--- src/rtl/core/slfc_pkg.sv ---
// slfc_pkg: shared types and constants of the six-point line fit block.
// Used by every module under rtl/core except slfc_div; depends on nothing.
`default_nettype none

package slfc_pkg;

  localparam int NUM_PTS   = 6;
  // quotient bits of the slope/intercept dividers and of the distance dividers
  localparam int FIT_QW    = 32;
  localparam int LANE_QW   = 63;
  // pipeline depth of each part, in register stages
  localparam int FIT_LAT   = 8 + FIT_QW;
  localparam int LANE_LAT  = 7 + LANE_QW;
  localparam int MERGE_LAT = 3;
  localparam int PIPE_LAT  = FIT_LAT + LANE_LAT + MERGE_LAT;

  localparam logic [31:0] THR_RESET = 32'd6400;
  localparam logic [62:0] SUM_MAX   = '1;

  typedef struct packed {
    logic signed [15:0] x_0;
    logic signed [15:0] x_1;
    logic signed [15:0] x_2;
    logic signed [15:0] x_3;
    logic signed [15:0] x_4;
    logic signed [15:0] x_5;
    logic signed [15:0] y_0;
    logic signed [15:0] y_1;
    logic signed [15:0] y_2;
    logic signed [15:0] y_3;
    logic signed [15:0] y_4;
    logic signed [15:0] y_5;
  } points_t;

  typedef struct packed {
    logic signed [30:0] slope;
    logic signed [31:0] intercept;
    logic        [62:0] distance_sum;
  } line_t;

  // fitted line handed to the distance lanes
  typedef struct packed {
    logic signed [30:0] slope;
    logic signed [31:0] intercept;
    logic        [60:0] denom;
  } fit_t;

endpackage

`default_nettype wire

--- src/rtl/core/slfc_merge.sv ---
// slfc_merge: registered saturating adder tree over the six lane terms.
// Uses slfc_pkg.
`default_nettype none

module slfc_merge (
  input  wire logic        clk,
  input  wire logic        en,
  input  wire logic [62:0] terms [slfc_pkg::NUM_PTS],
  output logic      [62:0] sum
);

  logic [62:0] s1 [3];
  logic [62:0] s2a, s2b;

  function automatic logic [62:0] sat_add(input logic [62:0] a, input logic [62:0] b);
    logic [63:0] s;
    s = 64'(a) + 64'(b);
    return s[63] ? slfc_pkg::SUM_MAX : s[62:0];
  endfunction

  always_ff @(posedge clk) begin
    if (en) begin
      s1[0] <= sat_add(terms[0], terms[1]);
      s1[1] <= sat_add(terms[2], terms[3]);
      s1[2] <= sat_add(terms[4], terms[5]);
      s2a   <= sat_add(s1[0], s1[1]);
      s2b   <= s1[2];
      sum   <= sat_add(s2a, s2b);
    end
  end

endmodule

`default_nettype wire

--- config.mk ---
export PLATFORM = sky130hd
export DESIGN_NAME = slfc_merge
export DESIGN_NICKNAME = d
export VERILOG_FILES = /design/src/rtl/core/slfc_pkg.sv /design/src/rtl/core/slfc_merge.sv
export SDC_FILE = /design/constraint.sdc
export NUM_CORES = 1
export LEC_CHECK = 0
export BUFFER_PORTS_ARGS = -buffer_cell sky130_fd_sc_hd__buf_4
export CORE_MARGIN = 3
export CORE_UTILIZATION = 30
export DETAILED_ROUTE_END_ITERATION = 12
export SLEW_MARGIN = 10
export SYNTH_ARGS = -nofsm -noshare
export SYNTH_HDL_FRONTEND = slang
export SYNTH_SLANG_ARGS = --single-unit
--- constraint.sdc ---
create_clock -name clk -period 3.8 [get_ports clk]
set_input_delay 0.38 -clock clk [delete_from_list [all_inputs] [get_ports clk]]
set_output_delay 0.38 -clock clk [all_outputs]
set_load 0.01 [all_outputs]
==> metrics.md, run 1 <==
| Metric | Value |
|---|---|
| Commonest non-fill, non-tap cell in the layout | buf_4 |
| Rows | 116 |
| Max rail drop VDD | 0.000291 V |
| Iter 0 DRT Violations | 1,711 |
| Final min period | 3.64 ns |
| Most used cell along the critical path | buf_4 |
| Syn Nets | 4,075 |
| CP startpoint kind | register |
| GR Util All Layers | 0.188 |
| Status | finished, final reports clean |
| Async S/R FF share, synth | 0 |
| Initial Util | 0.305 |
| GR Layer Usage met1 | 0.246 |
| Max Slew Vio Count | 0 |
| Synthesized area per cell | 9.10 sq um |
| Final Non-Filler Cells | 5,445 |
| Layout cells sized above 1 | 0.219 |
| H-tree Lvls | 2 |
| FMAX | 274 MHz |
| Layout Nets | 4,746 |
| CP max stage cell | edfxtp_1 |
| Main synth FF type | edfxtp_1 |
| Reg clk slew, reported paths | 0.06 ns |
| Pwr/cell area | 517 mW/mm^2 |
| Post-synth EDFFs | 378 |
| Cell taking the most area after synthesis | edfxtp_1 |
| Largest net degree at the start of global routing | 87 |
| PortBufs | 442 |
| Register area share after synthesis | 0.370 |
| CP endpoint kind | register |
| Grt ovf | 0 |
| Placed Cells incl. Taps | 5,348 |
| TritonCTS Buffers | 44 |
| Layout fillers | 10,100 |
| Setup violators final | 0 |
| Syn Inst Count | 3,375 |
| Initial antenna violation count | 19 |
| Root Buffer | clkbuf_16 |
| Worst slew pin tran | 0.828 ns |
| Core area | 0.101 sq mm |
| Post-Place Setup Slack | -0.400 ns |
| Setup Skew | 0.0288 ns |
| Vias | 27,700 |
| First-pass iteration count of the detailed router | 5 |
| Top Ports | 443 |
| Vias in the first global route | 27,400 |
| Total Routed Length | 105,000 um |
| Worst path required time | 4.22 ns |
| Yosys cell types | 89 |
| Met2 Track Usage GR | 0.309 |
| PnR worst setup slack | 0.156 ns |
| Worst-path fanout max | 20 |
| CTS tree | built |
| Avg WL per Cell | 19.3 um |
| GP Congestion | 0.956 |
| Leakage power | 17.0 nW |
| Yosys warning total | 0 |
| Hold Fails Final Rpt | 0 |
| Met3 usage | 0.0281 |
| Critical path cell sequence | ha_1 > buf_4 > inv_1 > nor4_1 > or2_1 > o32ai_2 > buf_4 > o41ai_4 > and4_4 > o21bai_2 > a21oi_1 > o21ai_1 > a21o_4 > buf_12 > clkbuf_16 > nand2_1 |
| Slowest stage delay, CP | 0.43 ns |
| Drt drc | 0 |
| Post-CTS Hold Buffers | 0 |
| Layout area overhead | 27.9% |
| Die height | 326 um |
| CP Class | register to register |
| Routed Antenna Nets | 0 |
| Synth top area cells | edfxtp_1 (37%), ha_1 (13%), nand2_1 (6.6%) |
| Via density per instance | 5.09 |
| Sink Count | 378 |
| Die width | 326 um |
| Most frequent cells in the layout | buf_4 (749), nand2_1 (540), edfxtp_1 (378) |
| Hold Path Class | input pin to register |
| First-pass GRT wire length | 157,000 um |
| Hold slack | 0.190 ns |
| Slew margin rel. | 0.443 |
| Die area | 0.106 sq mm |
| Clk_lat worst skew | 0.58 ns |
| Post-synth top area share | 0.370 |
| Cell area after synthesis | 0.0307 sq mm |
| #FFs+latches synth | 378 |
| Register area | 0.0114 sq mm |
| Tcrit/Tclk final | 0.959 |
| CTS Buffer Depth | 3 |
| Area of the multi-input gates | 0.0186 sq mm |
| Worst path arrival time | 4.06 ns |
| Maxcap violations | 0 |
| Dpl hpwl | 87,900 um |
| GR peak layer | met2 |
-- sequential cells by signal (all words and copies together), names as in the netlist --
| signal | flops |
|---|---|
| s2b | 63 |
| sum | 63 |
| s2a | 63 |
| s1 | 189 |
-- synthesized netlist by cell type, drive strengths merged (6+ instances only) --
cell type  instances
and2              15
nand4             82
nor3b              6
or2                8
nand2            540
or3               12
o31a               6
ha               315
buf               36
nor2             190
a21oi            355
a211oi            36
nand3             53
inv               84
a21boi            14
o2111ai            6
a211o              7
xor2             120
a21o             192
o21bai            59
o41ai             10
a221o              7
o211ai            16
xnor2            154
edfxtp           378
and3              30
nor2b             30
or4                6
clkbuf           101
nor3              35
and4              11
nand2b            37
o31ai             27
a31oi             50
a41oi             11
a221oi             9
o21a              21
nor4              17
o21ai            224
o221ai             8
-- cell families after synthesis --
family,Yosys count,synth area share
buf+inv,221,0.0312
compound gates,1097,0.229
simple gates,1081,0.159
fa+ha+maj,320,0.132
mux,4,0.00134
xor+xnor,274,0.0782
flops,378,0.370
-- per-layer routing --
metal / vias to the layer above / wire length [um] / share of wire
met3: 177 / 5000 / 0.048
met4: 10 / 4560 / 0.043
met1: 12900 / 46800 / 0.45
met5: - / 74 / 0.00071
li1: 13900 / - / -
met2: 693 / 48400 / 0.46
-- through the flow --
| step | utilization | cell area (sq um) | setup TNS (ns) | power [W] |
|---|---|---|---|---|
| final | 0.390 | 39300 | 0 | 0.0203 |
| after global placement | 0.373 | 37500 | -32.42 | 0.0159 |
| after floorplan | - | 30700 | 0 | 0.0122 |
| after detailed placement | 0.373 | 37500 | -41.77 | 0.0159 |
| after global routing | 0.390 | 39300 | -0.0506 | 0.0217 |
| after CTS | 0.387 | 39000 | 0 | 0.0202 |
-- final timing paths --
path | end | slack (ns) | cells past startpoint | startpoint
worst max-delay path | sum[54] | 0.16 | 16 | s2a[4]
worst min-delay path | s1[1][0] | 0.19 | 3 | terms[189]
worst max register to register | sum[54] | 0.16 | 16 | s2a[4]
worst min register to register | s2b[51] | 0.40 | 0 | s1[2][51]
-- final cells by class --
| cell class | count | area share |
|---|---|---|
| antenna | 12 | 0.000765 |
| clock buffer | 54 | 0.0295 |
| clock inverter | 22 | 0.00644 |
| inverter | 84 | 0.00803 |
| multi-input combinational | 2776 | 0.473 |
| sequential | 378 | 0.289 |
| tap | 1357 | 0.0432 |
| timing repair buffer | 762 | 0.150 |
-- power breakdown --
part / internal [W] / total, W / switching [W]
registers: 0.00593 / 0.00646 / 0.000523
logic: 0.00428 / 0.00968 / 0.00540
clock network: 0.00246 / 0.00418 / 0.00173
-- repair_timing --
item / 4_1_cts / 5_1_grt
gates resized for setup: 7 / 27
gates cloned: 0 / 2
pin swaps: 1 / 9
setup buffers: 0 / 7
setup endpoints to repair: 42 / 124
-- critical path: cells and delay by family, from the launching register on --
family	cells	cell delay, ns
fa+ha+maj	1	0.32
compound gates	6	1.15
flops	1	0.43
buf+inv	5	0.63
simple gates	4	0.94
Power figures use the tool's default switching activity.
==> run 2, diff against run 1 <==
- ABC_AREA: unset -> 1
==> run 2 against run 1 <==
Compared with the run above: largest power group unchanged; synthesized cell count up 110%; core utilization down 3.6 points; hold slack better by 0.034 ns.
==> metrics.md, run 2 <==
| Metric | Value |
|---|---|
| Iter 0 DRT Violations | 3,293 |
| Main synth FF type | edfxtp_1 |
| Slew margin rel. | 0.580 |
| Post-synth EDFFs | 378 |
| Synthesized area per cell | 5.89 sq um |
| Setup TNS | 0 ns |
| Placed Cells incl. Taps | 9,492 |
| Max FFs per register | 189 |
| Maxcap violations | 0 |
| Vias in the first global route | 41,100 |
| GP Congestion | 1.02 |
| Grt ovf | 0 |
| #FFs+latches synth | 378 |
| H-tree Lvls | 2 |
| First-pass iteration count of the detailed router | 6 |
| Layout fillers | 15,600 |
| Worst path arrival time | 3.47 ns |
| Most frequent cell after synthesis | nand2_1 |
| Top sig layer | met4 |
| Via density per instance | 4.54 |
| Commonest non-fill, non-tap cell in the layout | nand2_1 |
| Worst Hold Endpoint | s1[2][0] |
| Hold_sp | terms[63] |
| Avg WL per Cell | 17.4 um |
| Leakage power | 29.2 nW |
| Worst-path fanout max | 33 |
| Drt drc | 0 |
| Yosys cell types | 26 |
| CP startpoint kind | register |
| First-pass GRT wire length | 247,000 um |
| Cell area after synthesis | 0.0423 sq mm |
| Hold path cells | 4 |
| Dpl hpwl | 147,000 um |
| Setup violators final | 0 |
| Reg clk slew, reported paths | 0.07 ns |
| Most instantiated cells after synthesis | nand2_1 (3,107), inv_1 (1,744), nor2_1 (567) |
| Worst path required time | 4.14 ns |
| Clk_lat worst skew | 0.60 ns |
| Post-CTS Hold Buffers | 0 |
| Root Buffer | clkbuf_16 |
| Initial Util | 0.303 |
| Max rail drop VDD | 0.000343 V |
| PortBufs | 442 |
| Final Non-Filler Cells | 9,577 |
| Setup fix buffers added after clock tree synthesis | 0 |
| Sink Count | 378 |
| CP Class | register to register |
| Unrepaired setup endpoints after global routing | no |
| Synth top area cells | nand2_1 (28%), edfxtp_1 (27%), inv_1 (15%) |
| Wire length on met1 | 75,800 um |
| Post-CTS resize count | 0 |
| Initial antenna violation count | 2 |
| Hold Path Class | input pin to register |
| Final core occ | 0.354 |
| R2R Path Start | s2a[53] |
| Status | finished, final reports clean |
| Final min period | 3.12 ns |
| Register area share after synthesis | 0.268 |
| CTS tree | built |
| Syn Inst Count | 7,179 |
| CTS Buffer Depth | 3 |
| Routed wl met3 | 9880 um |
| Most frequent cells in the layout | nand2_1 (3,107), inv_1 (1,744), nor2_1 (567) |
| CP endpoint kind | register |
| Layout area overhead | 16.9% |
| Die height | 381 um |
| Vias | 43,500 |
| Tcrit/Tclk final | 0.822 |
| Layout Nets | 8,364 |
| Register-to-Register Path Depth | 10 |
| Design Power | 0.0219 W |
| Syn Nets | 7,879 |
| TritonCTS Buffers | 46 |
| Worst slew pin tran | 0.628 ns |
| PnR worst setup slack | 0.675 ns |
| Routed Antenna Nets | 0 |
| Post-synth top area share | 0.276 |
| R2r setup slk | 0.68 ns |
| Largest net degree at the start of global routing | 89 |
| Top Ports | 443 |
| Top reg by flops | s1 |
| Async S/R FF share, synth | 0 |
| Cell taking the most area after synthesis | nand2_1 |
| GR Util All Layers | 0.222 |
| Layout cells sized above 1 | 0.0770 |
| Max Slew Vio Count | 0 |
| Die area | 0.145 sq mm |
| Core area | 0.140 sq mm |
| Setup Skew | 0.0348 ns |
| Rows | 137 |
| Reg-to-Reg End | sum[33] |
| FMAX | 320 MHz |
| Pwr/cell area | 442 mW/mm^2 |
| Die width | 381 um |
| Total Routed Length | 166,000 um |
| Post-Place Setup Slack | 0.654 ns |
| Met2 routed WL | 75,500 um |
| Hold Fails Final Rpt | 0 |
| Yosys warning total | 0 |
## run 2: cell types whose count changed after synthesis, sizes merged, moves of 192 or more
cell | previous run | this run
nor2 | 190 | 567
o21ai | 224 | 22
inv | 84 | 1744
a21o | 192 | 0
nand3 | 53 | 470
nand2 | 540 | 3122
## run 2: critical path: stages, from the launching register on
cell and delay (ns):
edfxtp_1 0.38, ha_1 0.51, nand2_1 0.22, inv_1 0.05, a21oi_1 0.33, a21oi_1 0.12
nor2_1 0.23, nand2_1 0.14, a21oi_4 0.51, buf_12 0.26, nand3_2 0.09
## run 2: layout make-up
type                            instances  area (sq um)  share of cell area
Multi-Input combinational cell       5027         24000               0.486
Sequential cell                       378         11400               0.230
Inverter                             1744          6550               0.132
Timing Repair Buffer                  467          3640              0.0736
Tap cell                             1876          2350              0.0475
Clock buffer                           50          1190              0.0240
Clock inverter                         32           317             0.00640
Antenna cell                            3          7.51            0.000152
## run 2: cells by family (layout without fill, tap and decap cells)
family | count (synthesis) | count (layout) | share of synthesized area
AO/OA/AOI/OAI | 228 | 228 | 0.0289
XOR/XNOR | 140 | 140 | 0.0290
adder cells (fa/ha/maj) | 320 | 320 | 0.0956
buffers and inverters | 1774 | 2293 | 0.163
flip-flops | 378 | 378 | 0.268
other | 0 | 3 | 0
AND/OR/NAND/NOR | 4339 | 4339 | 0.415
## run 2: metrics by stage
stage	hold WS, ns	cell area, sq um
after floorplan	0.400	42300
after global placement	0.404	47900
after detailed placement	0.408	47900
after CTS	0.190	49400
after global routing	0.217	49400
final	0.223	49400
## run 2: worst max-delay path by stage
stage	depth (start not counted)	startpoint	slack [ns]	end
2_1_floorplan	12	terms[128]	1.65	s1[1][32]
3_3_place_gp	10	s2a[60]	0.67	sum[43]
3_5_place_dp	10	s2b[60]	0.65	sum[33]
4_1_cts	10	s2b[60]	0.66	sum[33]
5_1_grt	10	s2b[60]	0.58	sum[43]
6_report	10	s2a[53]	0.68	sum[33]
## run 2: where the power goes
group	internal (W)	switching, W
combinational	0.00363	0.00749
clock	0.00260	0.00183
sequential	0.00579	0.000523
total	0.0120	0.00985
## run 2: per-layer routing
layer,global-route usage,up-vias
met1,0.303,19400
met2,0.370,1255
met4,0.0613,0
met5,0,-
met3,0.0232,178
li1,-,22600
